File: src/rtl/prlm_pkg.sv
`default_nettype none
package prlm_pkg;

    localparam int SAMPLE_BITS = 16;
    localparam int FRAC_BITS   = 8;
    localparam int GAIN_W      = 16;
    localparam int LEVEL_W     = SAMPLE_BITS;
    localparam int SHOWN_W     = LEVEL_W + FRAC_BITS;
    // squares and their mean: at most 2^(2*(SAMPLE_BITS-1))
    localparam int SQ_W        = 2 * SAMPLE_BITS - 1;
    localparam int MEAN_W      = SQ_W;
    localparam int ROOT_W      = MEAN_W + 1;
    localparam int SQRT_STEPS  = SAMPLE_BITS;
    localparam int QUEUE_DEPTH = 4;

    typedef enum logic [1:0] {
        CMD_SAMPLE = 2'd0,
        CMD_TICK   = 2'd1,
        CMD_CLEAR  = 2'd2,
        CMD_ABSENT = 2'd3
    } cmd_t;

    typedef enum logic [2:0] {
        OP_SAMPLE,
        OP_SAMPLE_LAST,
        OP_TICK,
        OP_CLEAR,
        OP_ABSENT
    } op_t;

    typedef struct packed {
        op_t                    op;
        logic [LEVEL_W-1:0]     mag;
    } q_entry_t;

endpackage
`default_nettype wire

File: src/rtl/prlm_front.sv
`default_nettype none
module prlm_front (
    input  wire logic                           s_axis_tvalid,
    output logic                                s_axis_tready,
    input  wire logic [15:0]                    s_axis_tdata,   // sample
    input  wire logic                           s_axis_tlast,   // last
    input  wire logic [1:0]                     s_axis_tuser,   // command
    output logic                                push_valid,
    input  wire logic                           push_ready,
    output prlm_pkg::q_entry_t                  push_data
);
    import prlm_pkg::*;

    logic [SAMPLE_BITS-1:0] sample;

    assign sample        = s_axis_tdata[SAMPLE_BITS-1:0];
    assign s_axis_tready = push_ready;
    assign push_valid    = s_axis_tvalid;

    always_comb
    begin
        // two's complement magnitude; the most negative code maps to 2^(N-1) exactly
        push_data.mag = sample[SAMPLE_BITS-1] ? (~sample + 1'b1) : sample;
        case (cmd_t'(s_axis_tuser))
            CMD_SAMPLE: push_data.op = s_axis_tlast ? OP_SAMPLE_LAST : OP_SAMPLE;
            CMD_TICK:   push_data.op = OP_TICK;
            CMD_CLEAR:  push_data.op = OP_CLEAR;
            CMD_ABSENT: push_data.op = OP_ABSENT;
            default:    push_data.op = OP_ABSENT;
        endcase
    end

endmodule
`default_nettype wire

File: src/rtl/prlm_queue.sv
`default_nettype none
module prlm_queue (
    input  wire logic                   clk,
    input  wire logic                   rst_n,
    input  wire logic                   push_valid,
    output logic                        push_ready,
    input  wire prlm_pkg::q_entry_t     push_data,
    output logic                        pop_valid,
    input  wire logic                   pop_ready,
    output prlm_pkg::q_entry_t          pop_data
);
    import prlm_pkg::*;

    localparam int PTR_W = $clog2(QUEUE_DEPTH);

    q_entry_t           mem [QUEUE_DEPTH];
    logic [PTR_W-1:0]   wr_ptr_reg;
    logic [PTR_W-1:0]   rd_ptr_reg;
    logic [PTR_W:0]     count_reg;
    logic               do_push;
    logic               do_pop;

    assign push_ready = (count_reg != (PTR_W+1)'(QUEUE_DEPTH));
    assign pop_valid  = (count_reg != '0);
    assign pop_data   = mem[rd_ptr_reg];
    assign do_push    = push_valid && push_ready;
    assign do_pop     = pop_valid && pop_ready;

    always_ff @(posedge clk)
    begin
        if (do_push)
        begin
            mem[wr_ptr_reg] <= push_data;
        end
    end

    always_ff @(posedge clk or negedge rst_n)
    begin
        if (!rst_n)
        begin
            wr_ptr_reg <= '0;
            rd_ptr_reg <= '0;
            count_reg  <= '0;
        end
        else
        begin
            if (do_push)
            begin
                wr_ptr_reg <= wr_ptr_reg + 1'b1;
            end
            if (do_pop)
            begin
                rd_ptr_reg <= rd_ptr_reg + 1'b1;
            end
            if (do_push && !do_pop)
            begin
                count_reg <= count_reg + 1'b1;
            end
            else if (do_pop && !do_push)
            begin
                count_reg <= count_reg - 1'b1;
            end
        end
    end

endmodule
`default_nettype wire

File: src/rtl/prlm_back.sv
`default_nettype none
module prlm_back #(
    parameter int MAX_BUFFER = 4096
) (
    input  wire logic                           clk,
    input  wire logic                           rst_n,
    input  wire logic [prlm_pkg::GAIN_W-1:0]    gain,
    input  wire logic                           pop_valid,
    output logic                                pop_ready,
    input  wire prlm_pkg::q_entry_t             pop_data,
    output logic                                m_axis_tvalid,
    input  wire logic                           m_axis_tready,
    output logic [31:0]                         m_axis_tdata    // peak_level, rms_level
);
    import prlm_pkg::*;

    localparam int CNT_W  = $clog2(MAX_BUFFER + 1);
    localparam int SUM_W  = SQ_W - 1 + CNT_W;
    localparam int DIT_W  = $clog2(SUM_W);
    localparam int SIT_W  = $clog2(SQRT_STEPS);
    localparam int PROD_W = SHOWN_W + GAIN_W;

    typedef enum logic [2:0] {
        ST_IDLE,
        ST_DIV,
        ST_SQRT,
        ST_FIN,
        ST_REL
    } state_t;

    state_t                 state_reg,       state_next;
    logic [LEVEL_W-1:0]     peak_reg,        peak_next;
    logic [SUM_W-1:0]       sum_reg,         sum_next;
    logic [CNT_W-1:0]       cnt_reg,         cnt_next;
    logic [LEVEL_W-1:0]     peak_tgt_reg,    peak_tgt_next;
    logic [LEVEL_W-1:0]     rms_tgt_reg,     rms_tgt_next;
    logic [SHOWN_W-1:0]     peak_shown_reg,  peak_shown_next;
    logic [SHOWN_W-1:0]     rms_shown_reg,   rms_shown_next;
    logic [CNT_W-1:0]       rem_reg,         rem_next;
    logic [DIT_W-1:0]       div_it_reg,      div_it_next;
    logic [MEAN_W-1:0]      sq_v_reg,        sq_v_next;
    logic [ROOT_W-1:0]      root_reg,        root_next;
    logic [MEAN_W-1:0]      sq_bit_reg,      sq_bit_next;
    logic [SIT_W-1:0]       sq_it_reg,       sq_it_next;
    logic                   rel_sel_reg,     rel_sel_next;
    logic                   m_valid_reg,     m_valid_next;
    logic [31:0]            m_data_reg,      m_data_next;

    logic                   out_free;
    logic [2*SAMPLE_BITS-1:0] sq_full;
    logic [SQ_W-1:0]        sq;
    logic [CNT_W:0]         trial;
    logic                   trial_ge;
    logic [ROOT_W-1:0]      sq_try;
    logic                   sq_ge;
    logic [LEVEL_W-1:0]     rel_tgt;
    logic [SHOWN_W-1:0]     rel_shown;
    logic [SHOWN_W-1:0]     rel_t;
    logic                   rel_up;
    logic [SHOWN_W-1:0]     rel_diff;
    logic [PROD_W-1:0]      rel_prod;
    logic [SHOWN_W-1:0]     rel_step;
    logic [SHOWN_W-1:0]     rel_new;
    logic [SHOWN_W-1:0]     peak_t;
    logic [SHOWN_W-1:0]     rms_t;
    logic [LEVEL_W-1:0]     rms_val;

    assign out_free      = !m_valid_reg || m_axis_tready;
    assign pop_ready     = (state_reg == ST_IDLE) && (pop_data.op != OP_TICK || out_free);
    assign m_axis_tvalid = m_valid_reg;
    assign m_axis_tdata  = m_data_reg;

    assign sq_full = pop_data.mag * pop_data.mag;
    assign sq      = sq_full[SQ_W-1:0];

    // restoring divide, one quotient bit a cycle shifted into the sum register
    assign trial    = {rem_reg, sum_reg[SUM_W-1]};
    assign trial_ge = (trial >= {1'b0, cnt_reg});

    assign sq_try = root_reg + {1'b0, sq_bit_reg};
    assign sq_ge  = ({1'b0, sq_v_reg} >= sq_try);

    // one shared release unit, peak first then RMS
    assign rel_tgt   = rel_sel_reg ? rms_tgt_reg : peak_tgt_reg;
    assign rel_shown = rel_sel_reg ? rms_shown_reg : peak_shown_reg;
    assign rel_t     = {rel_tgt, FRAC_BITS'(0)};
    assign rel_up    = (rel_t >= rel_shown);
    assign rel_diff  = rel_up ? (rel_t - rel_shown) : (rel_shown - rel_t);
    assign rel_prod  = rel_diff * gain;
    assign rel_step  = rel_prod[PROD_W-1:GAIN_W];
    assign rel_new   = rel_up ? (rel_shown + rel_step) : (rel_shown - rel_step);

    assign peak_t  = {peak_reg, FRAC_BITS'(0)};
    assign rms_val = (cnt_reg == '0) ? '0 : root_reg[LEVEL_W-1:0];
    assign rms_t   = {rms_val, FRAC_BITS'(0)};

    always_comb
    begin
        state_next      = state_reg;
        peak_next       = peak_reg;
        sum_next        = sum_reg;
        cnt_next        = cnt_reg;
        peak_tgt_next   = peak_tgt_reg;
        rms_tgt_next    = rms_tgt_reg;
        peak_shown_next = peak_shown_reg;
        rms_shown_next  = rms_shown_reg;
        rem_next        = rem_reg;
        div_it_next     = div_it_reg;
        sq_v_next       = sq_v_reg;
        root_next       = root_reg;
        sq_bit_next     = sq_bit_reg;
        sq_it_next      = sq_it_reg;
        rel_sel_next    = rel_sel_reg;
        m_valid_next    = m_valid_reg && !m_axis_tready;
        m_data_next     = m_data_reg;

        case (state_reg)
            ST_IDLE:
            begin
                if (pop_valid && pop_ready)
                begin
                    case (pop_data.op)
                        OP_SAMPLE, OP_SAMPLE_LAST:
                        begin
                            // drop samples beyond the buffer limit
                            if (cnt_reg < CNT_W'(MAX_BUFFER))
                            begin
                                if (pop_data.mag > peak_reg)
                                begin
                                    peak_next = pop_data.mag;
                                end
                                sum_next = sum_reg + SUM_W'(sq);
                                cnt_next = cnt_reg + 1'b1;
                            end
                            if (pop_data.op == OP_SAMPLE_LAST)
                            begin
                                rem_next    = '0;
                                div_it_next = DIT_W'(SUM_W - 1);
                                state_next  = ST_DIV;
                            end
                        end
                        OP_TICK:
                        begin
                            m_valid_next = 1'b1;
                            m_data_next  = {rms_shown_reg[SHOWN_W-1:FRAC_BITS],
                                            peak_shown_reg[SHOWN_W-1:FRAC_BITS]};
                            rel_sel_next = 1'b0;
                            state_next   = ST_REL;
                        end
                        OP_CLEAR:
                        begin
                            peak_next       = '0;
                            sum_next        = '0;
                            cnt_next        = '0;
                            peak_tgt_next   = '0;
                            rms_tgt_next    = '0;
                            peak_shown_next = '0;
                            rms_shown_next  = '0;
                        end
                        OP_ABSENT:
                        begin
                            peak_next     = '0;
                            sum_next      = '0;
                            cnt_next      = '0;
                            peak_tgt_next = '0;
                            rms_tgt_next  = '0;
                        end
                        default:
                        begin
                        end
                    endcase
                end
            end
            ST_DIV:
            begin
                rem_next = trial_ge ? CNT_W'(trial - {1'b0, cnt_reg}) : trial[CNT_W-1:0];
                sum_next = {sum_reg[SUM_W-2:0], trial_ge};
                div_it_next = div_it_reg - 1'b1;
                if (div_it_reg == '0)
                begin
                    sq_v_next   = sum_next[MEAN_W-1:0];
                    root_next   = '0;
                    sq_bit_next = MEAN_W'(1) << (MEAN_W - 1);
                    sq_it_next  = SIT_W'(SQRT_STEPS - 1);
                    state_next  = ST_SQRT;
                end
            end
            ST_SQRT:
            begin
                if (sq_ge)
                begin
                    sq_v_next = sq_v_reg - sq_try[MEAN_W-1:0];
                    root_next = (root_reg >> 1) + {1'b0, sq_bit_reg};
                end
                else
                begin
                    root_next = root_reg >> 1;
                end
                sq_bit_next = sq_bit_reg >> 2;
                sq_it_next  = sq_it_reg - 1'b1;
                if (sq_it_reg == '0)
                begin
                    state_next = ST_FIN;
                end
            end
            ST_FIN:
            begin
                peak_tgt_next   = peak_reg;
                rms_tgt_next    = rms_val;
                peak_shown_next = (peak_t > peak_shown_reg) ? peak_t : peak_shown_reg;
                rms_shown_next  = (rms_t > rms_shown_reg) ? rms_t : rms_shown_reg;
                peak_next       = '0;
                sum_next        = '0;
                cnt_next        = '0;
                state_next      = ST_IDLE;
            end
            ST_REL:
            begin
                if (rel_sel_reg)
                begin
                    rms_shown_next = rel_new;
                    state_next     = ST_IDLE;
                end
                else
                begin
                    peak_shown_next = rel_new;
                end
                rel_sel_next = 1'b1;
            end
            default:
            begin
                state_next = ST_IDLE;
            end
        endcase
    end

    always_ff @(posedge clk or negedge rst_n)
    begin
        if (!rst_n)
        begin
            state_reg      <= ST_IDLE;
            peak_reg       <= '0;
            sum_reg        <= '0;
            cnt_reg        <= '0;
            peak_tgt_reg   <= '0;
            rms_tgt_reg    <= '0;
            peak_shown_reg <= '0;
            rms_shown_reg  <= '0;
            div_it_reg     <= '0;
            sq_it_reg      <= '0;
            rel_sel_reg    <= 1'b0;
            m_valid_reg    <= 1'b0;
        end
        else
        begin
            state_reg      <= state_next;
            peak_reg       <= peak_next;
            sum_reg        <= sum_next;
            cnt_reg        <= cnt_next;
            peak_tgt_reg   <= peak_tgt_next;
            rms_tgt_reg    <= rms_tgt_next;
            peak_shown_reg <= peak_shown_next;
            rms_shown_reg  <= rms_shown_next;
            div_it_reg     <= div_it_next;
            sq_it_reg      <= sq_it_next;
            rel_sel_reg    <= rel_sel_next;
            m_valid_reg    <= m_valid_next;
        end
    end

    always_ff @(posedge clk)
    begin
        rem_reg    <= rem_next;
        sq_v_reg   <= sq_v_next;
        root_reg   <= root_next;
        sq_bit_reg <= sq_bit_next;
        m_data_reg <= m_data_next;
    end

endmodule
`default_nettype wire

File: src/rtl/peak_rms_level_meter.sv
// Sample word: handled in ST_IDLE of the back end; a word marked last adds a restoring
// divide in ST_DIV, a square root in ST_SQRT and an update of the levels in ST_FIN.
// Tick word: result registered on acceptance, then ST_REL releases peak and then RMS.
// The back end takes no new word outside ST_IDLE; a four-word queue decouples the input.
// Reset (asynchronous, active low) zeroes all levels and accumulators, gain 6554.
`default_nettype none
module peak_rms_level_meter #(
    parameter int MAX_BUFFER = 4096
) (
    input  wire logic           clk,
    input  wire logic           rst_n,
    input  wire logic           s_axis_tvalid,
    output logic                s_axis_tready,
    input  wire logic [15:0]    s_axis_tdata,   // sample
    input  wire logic           s_axis_tlast,   // last
    input  wire logic [1:0]     s_axis_tuser,   // command
    output logic                m_axis_tvalid,
    input  wire logic           m_axis_tready,
    output logic [31:0]         m_axis_tdata,   // peak_level, rms_level
    input  wire logic           cfg_valid,
    output logic                cfg_ready,
    input  wire logic [15:0]    cfg_data        // release_gain
);
    import prlm_pkg::*;

    localparam logic [GAIN_W-1:0] GAIN_RESET = GAIN_W'(6554);

    logic [GAIN_W-1:0]  gain_reg;
    logic               push_valid;
    logic               push_ready;
    q_entry_t           push_data;
    logic               pop_valid;
    logic               pop_ready;
    q_entry_t           pop_data;

    assign cfg_ready = 1'b1;

    always_ff @(posedge clk or negedge rst_n)
    begin
        if (!rst_n)
        begin
            gain_reg <= GAIN_RESET;
        end
        else if (cfg_valid)
        begin
            gain_reg <= cfg_data[GAIN_W-1:0];
        end
    end

    prlm_front u_front (
        .s_axis_tvalid (s_axis_tvalid),
        .s_axis_tready (s_axis_tready),
        .s_axis_tdata  (s_axis_tdata),
        .s_axis_tlast  (s_axis_tlast),
        .s_axis_tuser  (s_axis_tuser),
        .push_valid    (push_valid),
        .push_ready    (push_ready),
        .push_data     (push_data)
    );

    prlm_queue u_queue (
        .clk        (clk),
        .rst_n      (rst_n),
        .push_valid (push_valid),
        .push_ready (push_ready),
        .push_data  (push_data),
        .pop_valid  (pop_valid),
        .pop_ready  (pop_ready),
        .pop_data   (pop_data)
    );

    prlm_back #(
        .MAX_BUFFER (MAX_BUFFER)
    ) u_back (
        .clk           (clk),
        .rst_n         (rst_n),
        .gain          (gain_reg),
        .pop_valid     (pop_valid),
        .pop_ready     (pop_ready),
        .pop_data      (pop_data),
        .m_axis_tvalid (m_axis_tvalid),
        .m_axis_tready (m_axis_tready),
        .m_axis_tdata  (m_axis_tdata)
    );

endmodule
`default_nettype wire

File: config.mk
export PLATFORM = sky130hd
export DESIGN_NAME = peak_rms_level_meter
export DESIGN_NICKNAME = d
export VERILOG_FILES = /design/src/rtl/prlm_pkg.sv /design/src/rtl/prlm_front.sv /design/src/rtl/prlm_queue.sv /design/src/rtl/prlm_back.sv /design/src/rtl/peak_rms_level_meter.sv
export SDC_FILE = /design/constraint.sdc
export NUM_CORES = 2
export LEC_CHECK = 0
export BUFFER_PORTS_ARGS = -buffer_cell sky130_fd_sc_hd__buf_4
export CORE_ASPECT_RATIO = 0.6
export CORE_MARGIN = 10
export CORE_UTILIZATION = 65
export DETAILED_ROUTE_END_ITERATION = 10
export PLACE_DENSITY_LB_ADDON = 0.1
export SYNTH_ARGS = -nofsm -noshare
export SYNTH_HDL_FRONTEND = slang
export SYNTH_SLANG_ARGS = --single-unit
File: constraint.sdc
create_clock -name clk -period 18 [get_ports clk]
set_input_delay 4.5 -clock clk [delete_from_list [all_inputs] [get_ports clk]]
set_output_delay 4.5 -clock clk [all_outputs]
set_load 0.01 [all_outputs]
### Word-level counts from Yosys, hierarchy flattened

Memory sizes are Yosys's and may differ from the RTL's.
Cells that the tools add are included.

| operators by class | value |
|---|---|
| reduce and logical (&&, ||, !) cells | 40 |
| eq/ne operators | 31 |
| muxes and demuxes | 69 |
| bitwise gates (word level) | 1 |
| multipliers | 2 |
| $lt $le $gt $ge | 7 |
| $add $sub $neg | 17 |

Operators by type and width:

| cell | count |
|---|---|
| two-way mux 24 bit | 9 |
| one-hot mux 24 bit (3 select lines) | 2 |
| one-hot mux 43 bit (3 select lines) | 1 |
| two-way mux 16 bit | 8 |
| one-hot mux 16 bit (2 select lines) | 4 |
| one-hot mux 31 bit (2 select lines) | 2 |
| two-way mux 31 bit | 3 |
| two-way mux 43 bit | 2 |
| one-hot mux 43 bit (2 select lines) | 1 |
| two-way mux 13 bit | 6 |
| one-hot mux 13 bit (2 select lines) | 3 |
| subtractor 24 bit | 3 |
| two-way mux 32 bit | 2 |
| one-hot mux 32 bit (2 select lines) | 1 |
| greater-than comparator 24 bit | 2 |
| adder 43 x 31 -> 43 bit | 1 |
| multiplier 24 x 16 -> 40 bit | 1 |
| adder 31 x 31 -> 32 bit | 1 |
| adder 32 x 31 -> 32 bit | 1 |
| greater-or-equal comparator 31 x 32 -> 1 bit | 1 |
| multiplier 16 x 16 -> 31 bit | 1 |
| subtractor 31 bit | 1 |
| adder 24 bit | 1 |
| greater-or-equal comparator 24 bit | 1 |
| 46 further kinds | 109 |

| word-level totals | value |
|---|---|
| output and inout port bits | 35 |
| bits of input ports | 40 |
| memories kept | 1 |
| flip-flop bits (word level) | 329 |
| memory bits (writable) | 76 |

Memory list:

| name | words | width | read ports | clocked after memory_dff | wr ports | line | RTL |
|---|---|---|---|---|---|---|---|
| u_queue.mem | 4 | 19 | 1 | 0 | 1 | prlm_queue.sv:16 | `q_entry_t mem [QUEUE_DEPTH];` |

### Logic depth before layout (Yosys ltp)

| logic depth | value |
|---|---|
| word-level depth | 8 |
| mapped depth | 61 |

### Cells and area by module

Synthesis repeated with hierarchy kept, for this count alone.

| unflattened totals | value |
|---|---|
| cell total of the unflattened synthesis | 5,051 |
| area total of the unflattened synthesis | 46,236.8 sq um |

By module, submodules not included:

| module | area an instance (sq um) | instances | cells an instance |
|---|---|---|---|
| prlm_back | 41,965.2 | 1 | 4,826 |
| prlm_queue | 3,161.8 | 1 | 134 |
| peak_rms_level_meter | 669.4 | 1 | 36 |
| prlm_front | 440.4 | 1 | 55 |

### Worst setup path before layout

OpenSTA, ideal clock, no wires.

| path | value |
|---|---|
| kind | register to register |
| start | register u_back.rel_sel_reg |
| end | register u_back.rms_shown_reg[23] |
| required time | 17.864 ns |
| setup time | 0.136 ns |
| buffers on the path | 6 |
| period minus slack after synthesis | 13.914 ns |
| arrival time | 13.778 ns |
| cell stages (with the launch flop) | 53 |
| setup slack | 4.086 ns |
| cells stage by stage | dfrtp_1 buf_2 clkbuf_1 clkbuf_1 mux2_2 ha_1 or4bb_1 a21o_1 o221ai_4 a21boi_2 o31ai_4 buf_2 mux2_2 a31oi_1 o22ai_1 a221o_1 a31o_1 a21oi_1 [... 17 more ...] o21ai_1 xor2_1 nor4_4 nand2b_1 or4_4 nand2_1 xor2_1 ha_1 a21o_1 a21o_1 a21o_1 a2111oi_0 o41ai_1 xnor3_1 or2_2 nand2b_1 mux2i_1 a211oi_1 |

| between the ends | value |
|---|---|
| word-level cells in the longest chain between the ends | 8 |
| elaborated cells on any way between the ends | 14 |

Ends and longest elaborated chain:

| what | line | RTL |
|---|---|---|
| start: declaration | prlm_back.sv:45 | `logic rel_sel_reg, rel_sel_next;` |
| start signal: assignment | prlm_back.sv:266 | `rel_sel_reg <= rel_sel_next;` |
| two-way mux 24 bit or two-way mux 16 bit (tied branches) | prlm_back.sv:85, prlm_back.sv:84 |  |
| subtractor 24 bit or greater-or-equal comparator 24 bit (tied branches) | prlm_back.sv:88, prlm_back.sv:87 |  |
| two-way mux 24 bit | prlm_back.sv:88 | `assign rel_diff = rel_up ? (rel_t - rel_shown) : (rel_shown - rel_t);` |
| multiplier 24 x 16 -> 40 bit | prlm_back.sv:89 | `assign rel_prod = rel_diff * gain;` |
| subtractor 24 bit or adder 24 bit (tied branches) | prlm_back.sv:91 | `assign rel_new = rel_up ? (rel_shown + rel_step) : (rel_shown - rel_step);` |
| two-way mux 24 bit | prlm_back.sv:91 |  |
| two-way mux 24 bit | prlm_back.sv:219 | `if (rel_sel_reg)` |
| one-hot mux 24 bit (3 select lines) | prlm_back.sv:117 | `case (state_reg)` |
| end signal: assignment | prlm_back.sv:263 | `rms_shown_reg <= rms_shown_next;` |
| end: declaration | prlm_back.sv:38 | `logic [SHOWN_W-1:0] rms_shown_reg, rms_shown_next;` |

Several ways; a longest one is shown, not always the timed one. The select of a mux whose other input is x is not followed.
A chain may end at the register's enable or synchronous reset.

### Final worst setup path

Ends and elaborated chain as after synthesis.

==> impl_metrics.toml <==
[floorplan]
fp.dieArea_sq_um = 81200
start_util_pct = 66.2
rows = 74
pin_count = 75
dieWidth_um = 361
die_h_um = 225
core_sq_um = 68600

[drt]
wirelength_mm = 124
wl_per_cell_um = 21.0
drt_pass1_iterations = 5
drcViolationCount = 0
drt-initial-drc-count = 4014
drtAntennaViolNets = 0
vias = 36213
viasPerCell = 6.11

[global_routing]
overflow = 0
grt_antenna_before_repair = 2
grt_pass1_wl_mm = 200
grt_max_degree = 88
grt_pass1_vias = 35134
grt_usage_pct = 30.6

[placed_design]
io_buffers = 73
dp_hpwl_mm = 97.1
dp_cells = 5850
gp_congestion = 0.971

[yosys]
synthArstFlopShare_pct = 48.7
synth_most_common_cell = "inv_1"
synth-edff-count = 200
synth_fp_nets = 5927
ys.flop_type = "edfxtp_1"
synth_seq_area_share_pct = 23.7
synth_seq_cells = 390
synthesis.instances = 4983
synth_area_leaders = "fa_1 21%, edfxtp_1 13%, ha_1 12%"
synth_cell_types = 97
synth_top_area_cell = "fa_1"
yosys.area.top_type_share_pct = 20.9
yosys-top-cells-count = "715 x inv_1, 663 x nand2_1, 474 x fa_1, 430 x ha_1, 321 x nor2_1"
yosys_warnings = 0
syn_avg_cell_area_sq_um = 9.12
syn-cell-area_sq_um = 45400

[cts]
cts.sinks = 390
hold_buffers = 0
cts-buffers-inserted = 39
clock_latency_ns = 0.60
clk_pin_slew_worst_paths_ns = 0.07
cts_setup_buffers = 0
h-tree-depth = 2
cts_resized = 0
cts_tree = "done"
clock_path_buffers = 3
root_buffer = "clkbuf_16"

[layout]
area_growth_pct = 6.72
regArea_sq_um = 10800
instances_no_fill = 5922
nets = 5923
largest_reg_flops = 76
n_antenna_cell = 0
drive_gt1_share_pct = 6.99
fillers = 5270
multi_input_area_sq_um = 31300

[critical_path]
required_ns = 18.44
end_kind = "register"
cp_common_cell = "fa_1"
crit_path_max_fanout = 39
critPathMaxStageDelay_ns = 0.91
worstPathArrival_ns = 15.94
ff2ff_setup_slack_ns = 2.50
crit_slowest_cell = "dfrtp_2"
criticalPathCategory = "register to register"
cp-start-kind = "register"

[sta]
maxSlewHeadroom_pct = 20.4
slew_viol_final = 0
rsz0062_at_grt = "false"
fin_skew_ns = 0.0248
finalSetupTns_ns = 0
worst_pin_slew_ns = 1.19
fin_crit_sh_pct = 86.1
finalHoldViolCount = 0
setup_viol = 0
max_freq_mhz = 64.5
final.min_clock_period_ns = 15.50

[outcome]
status = "finished clean"

[hold_path]
worst_hold_path_type = "register to register"

[flow_run]
maxCapViolCount = 0
## cells by family after synthesis
| group | share of synthesized area [%] |
|---|---|
| and+or+nand+nor | 15.3 |
| AOI/OAI and AO/OA | 13.3 |
| adders and majority gates | 32.7 |
| muxes | 2.63 |
| other | 0.00825 |
| xor gates and xnor gates | 4.81 |
| buffers and inverters | 7.57 |
| DFF | 23.7 |
## path summary, 6_finish.rpt
kind                                              startpoint                                   end  cells past startpoint
max                           u_back.rel_sel_reg$_DFFE_PN0P_  u_back.rms_shown_reg[23]$_DFFE_PN0P_                     48
min                        u_back.rms_tgt_reg[8]$_DFFE_PN0P_     u_back.rms_tgt_reg[8]$_DFFE_PN0P_                      2
max reg2reg                   u_back.rel_sel_reg$_DFFE_PN0P_  u_back.rms_shown_reg[23]$_DFFE_PN0P_                     48
min reg2reg                u_back.rms_tgt_reg[8]$_DFFE_PN0P_     u_back.rms_tgt_reg[8]$_DFFE_PN0P_                      2
max in group asynchronous                              rst_n        u_back.rel_sel_reg$_DFFE_PN0P_                      3
min in group asynchronous                              rst_n               gain_reg[9]$_DFFE_PN0P_                      1
## cell usage in the layout, fill, tap and decap left out, drive strengths merged, types with 38 or more instances in the layout
master | synthesis | layout
a211oi | 38 | 38
a21o | 117 | 117
a21oi | 204 | 204
a31oi | 49 | 49
and2 | 184 | 184
and3 | 61 | 61
buf | 12 | 144
clkbuf | 178 | 51
dfrtp | 183 | 183
edfxtp | 200 | 200
fa | 474 | 474
ha | 430 | 430
inv | 715 | 718
mux2 | 58 | 58
mux2i | 47 | 47
nand2 | 663 | 663
nand3 | 46 | 46
nor2 | 321 | 321
nor2b | 44 | 44
nor3 | 45 | 45
o21a | 38 | 38
o21ai | 205 | 205
xnor2 | 153 | 153
xor2 | 94 | 94
## final cells by class
| type | instances | share of cell area, % |
|---|---|---|
| repair buffers | 145 | 2.26 |
| well taps | 912 | 2.35 |
| clock buffers | 50 | 2.25 |
| inverters | 723 | 5.60 |
| flip-flops and latches | 390 | 22.2 |
| clock inverters | 22 | 0.759 |
| multi-input cells | 3680 | 64.6 |
## through the flow
stage	hold slack, ns	instance area, sq um	setup WS, ns	util (%)
6_report	0.478	48500	2.50	70.7
5_1_grt	0.494	48500	1.55	70.7
4_1_cts	0.479	48500	2.72	70.7
3_5_place_dp	0.462	47000	2.83	68.5
3_3_place_gp	0.459	47000	3.12	68.5
2_1_floorplan	0.441	45400	4.09	-
## critical path, delay by kind of cell (launching register included)
| kind | cells | cell delay, ns |
|---|---|---|
| AOI/OAI and AO/OA | 18 | 4.22 |
| adders and majority gates | 9 | 4.21 |
| and+or+nand+nor | 11 | 2.85 |
| xor gates and xnor gates | 3 | 1.48 |
| buffers and inverters | 5 | 1.08 |
| DFF | 1 | 0.91 |
| muxes | 2 | 0.53 |
## routing by layer
metal	wire length (um)	global-route usage, %	vias up
met1	59600	49.9	17522
met2	45100	38.6	2004
met5	10	0	-
met4	1820	4.90	2
li1	-	-	16543
met3	17600	9.95	142
Power is not shown: default switching activity piles up to over one toggle a cycle in this logic, so the estimate is an artifact.
